--- config.mk ---
export PLATFORM = sky130hd
export DESIGN_NAME = integer_to_ascii_decimal_hex_unit
export DESIGN_NICKNAME = d
export VERILOG_FILES = /design/src/hw/rtl/i2a_pkg.sv /design/src/hw/rtl/integer_to_ascii_decimal_hex_unit.sv /design/src/hw/rtl/i2a_front.sv /design/src/hw/rtl/i2a_queue.sv /design/src/hw/rtl/i2a_back.sv
export SDC_FILE = /design/constraint.sdc
export NUM_CORES = 1
export LEC_CHECK = 0
export ABC_AREA = 1
export BUFFER_PORTS_ARGS = -buffer_cell sky130_fd_sc_hd__clkbuf_2
export CAP_MARGIN = 20
export CORE_MARGIN = 4
export CORE_UTILIZATION = 64
export CTS_CLUSTER_SIZE = 10
export DETAILED_ROUTE_END_ITERATION = 6
export PLACE_DENSITY_LB_ADDON = 0.12
export SYNTH_ARGS = -nofsm -noshare
export SYNTH_HDL_FRONTEND = slang
export SYNTH_SLANG_ARGS = --single-unit
export TNS_END_PERCENT = 20
--- constraint.sdc ---
create_clock -name clock -period 6.4 [get_ports clock]
set_input_delay 0.96 -clock clock [delete_from_list [all_inputs] [get_ports clock]]
set_output_delay 0.96 -clock clock [all_outputs]
set_load 0.02 [all_outputs]
--- src/hw/rtl/i2a_pkg.sv ---
// i2a_pkg: shared types and constants for the integer to ASCII converter.
// No dependencies; imported by every module of the block.
`default_nettype none

package i2a_pkg;

   localparam int VALUE_W    = 64;
   localparam int BCD_DIGITS = 20;
   localparam int BCD_W      = 4 * BCD_DIGITS;
   localparam int IDX_W      = $clog2(BCD_DIGITS);
   localparam int CONV_STEPS = 16;
   localparam int BITS_STEP  = VALUE_W / CONV_STEPS;
   localparam int CNT_W      = $clog2(CONV_STEPS);
   localparam int QUEUE_DEPTH = 2;

   localparam logic [127:0] DIGIT_CHARS = "0123456789abcdef";
   localparam logic [7:0]   CHAR_ZERO   = "0";
   localparam logic [7:0]   CHAR_X      = "x";

   typedef logic [1:0] kind_type;
   localparam kind_type KIND_ZERO = 2'd0;
   localparam kind_type KIND_DEC  = 2'd1;
   localparam kind_type KIND_HEX  = 2'd2;

   typedef struct packed {
      logic [VALUE_W-1:0] value;
      logic               func;
   } req_type;

   typedef struct packed {
      logic [7:0] char_out;
      logic       last;
   } rsp_type;

   typedef struct packed {
      logic [VALUE_W-1:0] value;
      kind_type           kind;
   } entry_type;

   typedef struct packed {
      logic      valid;
      entry_type entry;
   } q_port_type;

endpackage

`default_nettype wire

--- src/hw/rtl/integer_to_ascii_decimal_hex_unit.sv ---
// integer_to_ascii_decimal_hex_unit: 64-bit value to ASCII decimal or 0x-hex.
// Depends on i2a_pkg, i2a_front, i2a_queue, i2a_back.
// Back end per item: decimal pops, runs double-dabble, searches the leading digit and
// emits the digits; hex pops, searches, emits "0x" and the digits; zero pops and emits "0".
// One character per cycle on rsp unless rsp_ready stalls it; a 2-entry queue decouples req.
// Synchronous active-high reset empties the queue and drops pending output.
`default_nettype none

module integer_to_ascii_decimal_hex_unit (
   input  wire logic             clock,
   input  wire logic             reset,
   input  wire logic             req_valid,
   output logic                  req_ready,
   input  wire i2a_pkg::req_type req_data,
   output logic                  rsp_valid,
   input  wire logic             rsp_ready,
   output i2a_pkg::rsp_type      rsp_data
);
   import i2a_pkg::*;

   q_port_type q_wr;
   q_port_type q_rd;
   logic       q_ready;
   logic       q_pop;

   i2a_front u_front (
      .clock     (clock),
      .reset     (reset),
      .req_valid (req_valid),
      .req_ready (req_ready),
      .req_data  (req_data),
      .q_wr      (q_wr),
      .q_ready   (q_ready)
   );

   i2a_queue u_queue (
      .clock   (clock),
      .reset   (reset),
      .q_wr    (q_wr),
      .q_ready (q_ready),
      .q_rd    (q_rd),
      .q_pop   (q_pop)
   );

   i2a_back u_back (
      .clock     (clock),
      .reset     (reset),
      .q_rd      (q_rd),
      .q_pop     (q_pop),
      .rsp_valid (rsp_valid),
      .rsp_ready (rsp_ready),
      .rsp_data  (rsp_data)
   );

   a_pop_has_entry: assert property (@(posedge clock) disable iff (reset)
      q_pop |-> q_rd.valid)
      else $error("queue popped while empty");

   a_zero_kind_ok: assert property (@(posedge clock) disable iff (reset)
      q_wr.valid |-> ((q_wr.entry.kind == KIND_ZERO) == (q_wr.entry.value == '0)))
      else $error("zero classification mismatch");

   a_no_output_after_reset: assert property (@(posedge clock)
      reset |=> !rsp_valid)
      else $error("result valid right after reset");

   a_prefix_not_last: assert property (@(posedge clock) disable iff (reset)
      (rsp_valid && rsp_data.char_out == CHAR_X) |-> !rsp_data.last)
      else $error("hex prefix marked as last transfer");

endmodule

`default_nettype wire

--- src/hw/rtl/i2a_front.sv ---
// i2a_front: input stage; registers each transfer and classifies it as zero,
// decimal or hex before pushing it to the queue. Depends on i2a_pkg.
`default_nettype none

module i2a_front (
   input  wire logic             clock,
   input  wire logic             reset,
   input  wire logic             req_valid,
   output logic                  req_ready,
   input  wire i2a_pkg::req_type req_data,
   output i2a_pkg::q_port_type   q_wr,
   input  wire logic             q_ready
);
   import i2a_pkg::*;

   logic      hold_valid_ff, hold_valid_in;
   entry_type hold_ff, hold_in;
   logic      take;

   assign req_ready = !hold_valid_ff || q_ready;
   assign take      = req_valid && req_ready;

   always_comb begin
      hold_in = hold_ff;
      hold_valid_in = hold_valid_ff && !q_ready;
      if (take) begin
         hold_valid_in = 1'b1;
         hold_in.value = req_data.value;
         if (req_data.value == '0) begin
            hold_in.kind = KIND_ZERO;
         end else if (req_data.func) begin
            hold_in.kind = KIND_HEX;
         end else begin
            hold_in.kind = KIND_DEC;
         end
      end
   end

   always_ff @(posedge clock) begin
      if (reset) begin
         hold_valid_ff <= 1'b0;
      end else begin
         hold_valid_ff <= hold_valid_in;
      end
      hold_ff <= hold_in;
   end

   assign q_wr.valid = hold_valid_ff;
   assign q_wr.entry = hold_ff;

endmodule

`default_nettype wire

--- src/hw/rtl/i2a_queue.sv ---
// i2a_queue: two-entry queue between front and back of the converter.
// Depends on i2a_pkg.
`default_nettype none

module i2a_queue (
   input  wire logic                 clock,
   input  wire logic                 reset,
   input  wire i2a_pkg::q_port_type  q_wr,
   output logic                      q_ready,
   output i2a_pkg::q_port_type       q_rd,
   input  wire logic                 q_pop
);
   import i2a_pkg::*;

   localparam int PTR_W = $clog2(QUEUE_DEPTH);

   entry_type             mem_ff [QUEUE_DEPTH];
   logic [PTR_W-1:0]      wr_ptr_ff, wr_ptr_in;
   logic [PTR_W-1:0]      rd_ptr_ff, rd_ptr_in;
   logic [PTR_W:0]        count_ff, count_in;
   logic                  push;
   logic                  pop;

   assign q_ready = (count_ff != (PTR_W+1)'(QUEUE_DEPTH));
   assign push    = q_wr.valid && q_ready;
   assign pop     = q_pop && (count_ff != '0);

   assign q_rd.valid = (count_ff != '0);
   assign q_rd.entry = mem_ff[rd_ptr_ff];

   always_comb begin
      wr_ptr_in = push ? wr_ptr_ff + 1'b1 : wr_ptr_ff;
      rd_ptr_in = pop ? rd_ptr_ff + 1'b1 : rd_ptr_ff;
      count_in  = count_ff + (PTR_W+1)'(push) - (PTR_W+1)'(pop);
   end

   always_ff @(posedge clock) begin
      if (reset) begin
         wr_ptr_ff <= '0;
         rd_ptr_ff <= '0;
         count_ff  <= '0;
      end else begin
         wr_ptr_ff <= wr_ptr_in;
         rd_ptr_ff <= rd_ptr_in;
         count_ff  <= count_in;
      end
      if (push) begin
         mem_ff[wr_ptr_ff] <= q_wr.entry;
      end
   end

endmodule

`default_nettype wire

--- src/hw/rtl/i2a_back.sv ---
// i2a_back: conversion engine; decimal double-dabble at four bits per cycle, leading
// digit search, then one character per transfer. Depends on i2a_pkg.
`default_nettype none

module i2a_back (
   input  wire logic                clock,
   input  wire logic                reset,
   input  wire i2a_pkg::q_port_type q_rd,
   output logic                     q_pop,
   output logic                     rsp_valid,
   input  wire logic                rsp_ready,
   output i2a_pkg::rsp_type         rsp_data
);
   import i2a_pkg::*;

   localparam logic [2:0] ST_IDLE = 3'd0;
   localparam logic [2:0] ST_CONV = 3'd1;
   localparam logic [2:0] ST_FIND = 3'd2;
   localparam logic [2:0] ST_PFX0 = 3'd3;
   localparam logic [2:0] ST_PFXX = 3'd4;
   localparam logic [2:0] ST_EMIT = 3'd5;

   function automatic logic [BCD_W-1:0] dd_step(input logic [BCD_W-1:0] bcd,
                                                 input logic bit_in);
      logic [BCD_W-1:0] r;
      logic [3:0]       d;
      r = '0;
      for (int i = 0; i < BCD_DIGITS; i++) begin
         d = bcd[i*4 +: 4];
         if (d >= 4'd5) begin
            d = d + 4'd3;
         end
         r[i*4 +: 4] = d;
      end
      return {r[BCD_W-2:0], bit_in};
   endfunction

   function automatic logic [IDX_W-1:0] msd_index(input logic [BCD_W-1:0] bcd);
      logic [IDX_W-1:0] r;
      r = '0;
      for (int i = 0; i < BCD_DIGITS; i++) begin
         if (bcd[i*4 +: 4] != 4'd0) begin
            r = IDX_W'(i);
         end
      end
      return r;
   endfunction

   logic [2:0]         state_ff, state_in;
   logic [BCD_W-1:0]   dig_ff, dig_in;
   logic [VALUE_W-1:0] val_ff, val_in;
   logic [CNT_W-1:0]   cnt_ff, cnt_in;
   logic [IDX_W-1:0]   idx_ff, idx_in;
   logic               hex_ff, hex_in;
   logic               rsp_valid_ff, rsp_valid_in;
   rsp_type            rsp_ff, rsp_in;
   logic               out_free;
   logic [BCD_W-1:0]   conv_bcd;
   logic [VALUE_W-1:0] conv_val;
   logic [3:0]         cur_digit;

   assign out_free  = !rsp_valid_ff || rsp_ready;
   assign cur_digit = dig_ff[idx_ff*4 +: 4];

   always_comb begin
      conv_bcd = dig_ff;
      conv_val = val_ff;
      for (int k = 0; k < BITS_STEP; k++) begin
         conv_bcd = dd_step(conv_bcd, conv_val[VALUE_W-1]);
         conv_val = {conv_val[VALUE_W-2:0], 1'b0};
      end
   end

   always_comb begin
      state_in     = state_ff;
      dig_in       = dig_ff;
      val_in       = val_ff;
      cnt_in       = cnt_ff;
      idx_in       = idx_ff;
      hex_in       = hex_ff;
      rsp_valid_in = rsp_valid_ff && !rsp_ready;
      rsp_in       = rsp_ff;
      q_pop        = 1'b0;
      unique case (state_ff)
         ST_IDLE: begin
            if (q_rd.valid) begin
               q_pop  = 1'b1;
               hex_in = (q_rd.entry.kind == KIND_HEX);
               unique case (q_rd.entry.kind)
                  KIND_HEX: begin
                     dig_in   = BCD_W'(q_rd.entry.value);
                     state_in = ST_FIND;
                  end
                  KIND_DEC: begin
                     dig_in   = '0;
                     val_in   = q_rd.entry.value;
                     cnt_in   = '1;
                     state_in = ST_CONV;
                  end
                  default: begin
                     dig_in   = '0;
                     idx_in   = '0;
                     state_in = ST_EMIT;
                  end
               endcase
            end
         end
         ST_CONV: begin
            dig_in = conv_bcd;
            val_in = conv_val;
            cnt_in = cnt_ff - 1'b1;
            if (cnt_ff == '0) begin
               state_in = ST_FIND;
            end
         end
         ST_FIND: begin
            idx_in   = msd_index(dig_ff);
            state_in = hex_ff ? ST_PFX0 : ST_EMIT;
         end
         ST_PFX0: begin
            if (out_free) begin
               rsp_valid_in    = 1'b1;
               rsp_in.char_out = CHAR_ZERO;
               rsp_in.last     = 1'b0;
               state_in        = ST_PFXX;
            end
         end
         ST_PFXX: begin
            if (out_free) begin
               rsp_valid_in    = 1'b1;
               rsp_in.char_out = CHAR_X;
               rsp_in.last     = 1'b0;
               state_in        = ST_EMIT;
            end
         end
         ST_EMIT: begin
            if (out_free) begin
               rsp_valid_in    = 1'b1;
               rsp_in.char_out = DIGIT_CHARS[(4'd15 - cur_digit)*8 +: 8];
               rsp_in.last     = (idx_ff == '0);
               if (idx_ff == '0) begin
                  state_in = ST_IDLE;
               end else begin
                  idx_in = idx_ff - 1'b1;
               end
            end
         end
         default: begin
            state_in = ST_IDLE;
         end
      endcase
   end

   always_ff @(posedge clock) begin
      if (reset) begin
         state_ff     <= ST_IDLE;
         rsp_valid_ff <= 1'b0;
      end else begin
         state_ff     <= state_in;
         rsp_valid_ff <= rsp_valid_in;
      end
      dig_ff <= dig_in;
      val_ff <= val_in;
      cnt_ff <= cnt_in;
      idx_ff <= idx_in;
      hex_ff <= hex_in;
      rsp_ff <= rsp_in;
   end

   assign rsp_valid = rsp_valid_ff;
   assign rsp_data  = rsp_ff;

endmodule

`default_nettype wire
## Yosys cells after proc, flatten, opt, wreduce, memory -nomap -nowiden

Memory sizes are Yosys's and may differ from the RTL's. A register that Yosys moved wholly into a read port is not among the register bits.
Cells that the tools add are included.

- Bits in registers: 238
- Memory bits (writable): 132
- Output and inout port bits: 11
- Logic and storage cells: 384
- Memories kept: 1

- $add $sub $neg: 87
- $lt $le $gt $ge: 80
- Equal/unequal tests: 17
- Shift operators: 2
- Muxes and demuxes: 136
- Reduce and logical (&&, ||, !) cells: 46

Memories:

| memory | words | bits a word | read ports | clocked after Yosys merged registers in | write ports | RTL line | RTL |
|---|---|---|---|---|---|---|---|
| u_queue.mem_ff | 2 | 66 | 1 | 1 | 1 | i2a_queue.sv:17 | `entry_type mem_ff [QUEUE_DEPTH];` |

Operators with widths:

| cell | number |
|---|---|
| $mux 4 | 86 |
| $ge 4x3->1 const B | 80 |
| $add 4x2->4 const B | 76 |
| $mux 64 | 3 |
| $pmux 80 s2 | 1 |
| $pmux 64 s2 | 1 |
| $shiftx 128x33->8 const A | 1 |
| $mux 80 | 1 |
| $shiftx 80x8->4 | 1 |
| $reduce_bool 4->1 | 19 |
| $logic_not 64->1 | 1 |
| $mux 3 | 15 |
| $mux 5 | 8 |
| $mux 9 | 3 |
| $pmux 9 s3 | 1 |
| $pmux 3 s6 | 1 |
| $pmux 5 s3 | 1 |
| $add 3x2->3 const B | 4 |
| $mux 1 | 10 |
| $ne 2x1->1 const B | 5 |
| $ne 2x2->1 const B | 5 |
| $pmux 4 s2 | 1 |
| $eq 3x2->1 const B | 2 |
| $eq 3x3->1 const B | 2 |
| 26 further kinds | 40 |

## Longest topological paths before layout

- Depth after elaboration: 21
- Mapped depth: 31

## Modules after synthesis

A second synthesis with hierarchy kept.

- Cell total of the unflattened synthesis: 2,963
- Area, all modules: 24,857.6 µm²

Modules (own cells, without submodules):

| module | instances | cells each | area an instance (µm²) |
|---|---|---|---|
| i2a_back | 1 | 2,582 | 17,409.2 |
| i2a_queue | 1 | 243 | 5,171.2 |
| i2a_front | 1 | 138 | 2,277.2 |

## Worst setup path after synthesis

Ideal clock, no wire load.

- Path type: reg2reg
- Start: register u_back.state_ff[0]
- End: register u_back.cnt_ff[0], enable pin
- Library setup time: 0.431 ns
- Data arrival time: 4.731 ns
- Data required time: 5.969 ns
- Setup slack: 1.238 ns
- Cell stages (with the launch flop): 8
- Path buffers: 2
- Clock period less this slack: 5.162 ns
- Path through: dfxtp_1 nand2_1 nor2_1 inv_1 clkbuf_1 clkbuf_1 nand2_1 o21a_1

- Word-level cells in the longest chain between the ends: 3
- Elaborated cells between the ends (all ways): 6
- Classes of those cells: eq/ne (3); reduce/logical (3)

Ends and longest elaborated chain:

| what | RTL line | RTL |
|---|---|---|
| start, declared | i2a_back.sv:49 | `logic [2:0] state_ff, state_in;` |
| start signal, assigned | i2a_back.sv:159 | `state_ff <= state_in;` |
| $eq 3x1->1 or $logic_not 3->1 (tied branches) | i2a_back.sv:84 | `unique case (state_ff)` |
| $reduce_bool 2->1 (no source line) or $ne 2x2->1 (tied branches) | -- |  |
| $reduce_and 3->1 (no source line) (*) | -- |  |
| end signal, assigned | i2a_back.sv:164 | `cnt_ff <= cnt_in;` |
| end, declared | i2a_back.sv:52 | `logic [CNT_W-1:0] cnt_ff, cnt_in;` |

Mark *: on every way between the ends. The rest lies on a longest branch, timed or not.
A chain may end at the register's enable or synchronous reset.

## Worst setup path after layout

- Start: register u_back.dig_ff[65]
- End: register u_back.dig_ff[70], data pin

- Word-level cells in the longest chain between the ends: 9
- Elaborated cells between the ends (all ways): 19
- Classes of those cells: add/sub (6); order compare (6); mux (7)

Ends and longest elaborated chain:

| what | RTL line | RTL |
|---|---|---|
| start, declared | i2a_back.sv:50 | `logic [BCD_W-1:0] dig_ff, dig_in;` |
| start signal, assigned | i2a_back.sv:162 | `dig_ff <= dig_in;` |
| $add 4x2->4 or $ge 4x3->1 (tied branches) | i2a_back.sv:31, i2a_back.sv:30 |  |
| $mux 4 (*) | i2a_back.sv:30 | `if (d >= 4'd5) begin` |
| $add 4x2->4 or $ge 4x3->1 (tied branches) | i2a_back.sv:31, i2a_back.sv:30 |  |
| $mux 4 | i2a_back.sv:30 |  |
| $add 4x2->4 or $ge 4x3->1 (tied branches) | i2a_back.sv:31, i2a_back.sv:30 |  |
| $mux 4 | i2a_back.sv:30 |  |
| $add 4x2->4 or $ge 4x3->1 (tied branches) | i2a_back.sv:31, i2a_back.sv:30 |  |
| $mux 4 (*) | i2a_back.sv:30 |  |
| $pmux 80 s2 (*) | i2a_back.sv:84 |  |

Marked as above.

==> flow_summary.ini <==
[critical_path]
cp_top_family = simple AND/OR/NAND/NOR gates
critical_path_class = reg -> reg
crit_arrival_ns = 4.67
crit_top_cell = inv_1
cp-startpoint = u_back.dig_ff[65]
worst_ep_required_time_ns = 6.82
path_max_fanout = 5
cp_num_buf_inv = 6
cp-end-kind = flip-flop
r2r_slack_ns = 2.15
cp_slowest_cell = edfxtp_1
critPathLaunchType = flip-flop
rr_startpoint = u_back.dig_ff[65]
cp_slowest_stage_delay_ns = 0.41

[floorplanning]
io_pins = 80
die_x_um = 204
row_count = 71
initial_core_util = 0.649
core_um2 = 37800
die_area_um2 = 41500
die-height_um = 204

[synthesis]
ys_seq_area_frac = 0.449
synthFlopType = edfxtp_1
synth_cell_type_count = 58
yosysWarnings = 0
synth_edf_count = 360
yosys_register_bits = 370
synthArstFlopShare = 0
synth_area_per_cell_um2 = 8.36
syn_inst = 2933
syn_nets = 3140
synth_area_um2 = 24500

[routing]
first_pass_iters = 7
wl_per_cell_um = 15.8
viasPerCell = 5.64
drt_wl_total_um = 56100
final_antenna_net_count = 0
vias = 20000
route.detailed.drc = 0
drtIter0Drc = 1663

[clock_tree]
clock_path_buffers = 3
cts_resized = 0
post-cts-setup-buffers = 0
cts_buffers = 44
cts_sinks = 370
cts_tree = yes
ctsHoldBuffers = 0
clock-root-buffer = clkbuf_16
clk_latency_ns = 0.58
h-tree-depth = 2
clk_pin_slew_ns = 0.06

[finish]
drive_above_1_share = 0.146
final_common_cell = nand2_1
final_nets = 3219
fillers = 2858
area_growth_pct = 9.06
final_core_util = 0.708
final_cell_mix = nand2_1, inv_1, edfxtp_1
insertedDiodeCount = 0

[outcome]
status = finished, final reports clean

[placement]
place.gp.congestion = 0.871
post-place-ws_ns = 2.19
hpwl_um = 40600
numPortBuffers = 78

[sta]
period_needed_ns = 4.25
setup_viol = 0
slew_headroom = 0.267
period_share = 0.665
clock_skew_ns = 0.0296
worst_pin_slew_ns = 1.10
fmax_mhz = 235
setup_ws_ns = 2.15
tns_ns = 0
rsz0062_at_grt = no
hold_violations = 0
worst_hold_slack_ns = 0.440
drv_slew = 0

[grt]
grt_max_degree = 83
grt_pass1_wl_um = 90900
grt_pass1_vias = 19000
grt_usage = 0.267
antenna_found_initial = 0
grt_overflow = 0

[run]
cap_violations = 0

[hold_path]
min_path_type = reg -> reg
hold_start = u_front.q_wr[56]
## per-stage QoR
| stage | cells | instance area (um2) |
|---|---|---|
| after detailed placement | 3476 | 25400 |
| after global routing | 3545 | 26700 |
| after CTS | 3544 | 26700 |
| final | 3545 | 26700 |
| after floorplan | 2933 | 24500 |
| after global placement | 3476 | 25400 |
## final timing paths
check,end,depth (start not counted)
max,u_back.dig_ff[70],25
min reg2reg,u_queue.mem_ff[1][56],0
max reg2reg,u_back.dig_ff[70],25
min,u_queue.mem_ff[1][56],0
## Yosys cell counts, drive strengths merged (3+ instances only)
| master | instances | area (um2) |
|---|---|---|
| mux2 | 64 | 721 |
| nor3 | 8 | 40.0 |
| nand2 | 998 | 4050 |
| or2 | 12 | 75.1 |
| o22ai | 11 | 68.8 |
| a31oi | 4 | 25.0 |
| nand3b | 13 | 97.6 |
| and2 | 18 | 125 |
| a21oi | 100 | 568 |
| nor2 | 116 | 448 |
| buf | 11 | 58.8 |
| xnor2 | 11 | 111 |
| inv | 404 | 1520 |
| xor2 | 33 | 372 |
| clkbuf | 48 | 180 |
| nand3 | 306 | 1680 |
| a311oi | 4 | 35.0 |
| nand4 | 51 | 319 |
| nor4 | 18 | 113 |
| o21a | 3 | 22.5 |
| dfxtp | 10 | 200 |
| o21ai | 165 | 950 |
| edfxtp | 360 | 10800 |
| ha | 138 | 1730 |
| o211ai | 9 | 72.6 |
## logic make-up after synthesis
kind of cell | count (synthesis) | share of synthesized area
compound gates | 308 | 0.0752
simple gates | 1541 | 0.284
buf+inv | 465 | 0.0719
mux | 65 | 0.0298
fa+ha+maj | 138 | 0.0704
other cells | 2 | 0.000306
flops | 370 | 0.449
xor+xnor | 44 | 0.0197
## area by class of cell
| class | count | area, um2 | area share |
|---|---|---|---|
| Clock inverter | 6 | 93.8 | 0.00351 |
| Sequential cell | 370 | 11000 | 0.412 |
| Timing Repair Buffer | 92 | 515 | 0.0193 |
| Multi-Input combinational cell | 2098 | 11800 | 0.440 |
| Clock buffer | 62 | 1180 | 0.0441 |
| Tap cell | 511 | 639 | 0.0239 |
| Inverter | 406 | 1530 | 0.0571 |
## layer usage
| metal | wire length, um | vias up | global-route usage |
|---|---|---|---|
| li1 | - | 9934 | - |
| met1 | 24700 | 9298 | 0.371 |
| met2 | 26200 | 679 | 0.439 |
| met4 | 1400 | 0 | 0.0749 |
| met3 | 3840 | 97 | 0.0417 |
| met5 | 0 | - | 0 |
## flip-flops by register name, summed over array words and instances, names as in the netlist, 2 cells and up, named ones only
register,count
u_queue.mem_ff,132
u_back.dig_ff,80
u_front.q_wr,66
u_back.val_ff,64
u_back.rsp_data,8
u_back.idx_ff,5
u_back.cnt_ff,4
u_back.state_ff,3
u_queue.count_ff,2
## worst reg2reg max path, delay by kind of cell, from the launching register on
family / cells / cell delay [ns]
AND/OR/NAND/NOR: 9 / 1.15
adder cells (fa/ha/maj): 4 / 0.87
XOR/XNOR: 3 / 0.82
buffers and inverters: 6 / 0.45
AO/OA/AOI/OAI: 3 / 0.42
flip-flops: 1 / 0.41
Power is left out: the tool's default activity adds up to more than one toggle a clock period on the data nets, which glitch-free logic cannot reach.
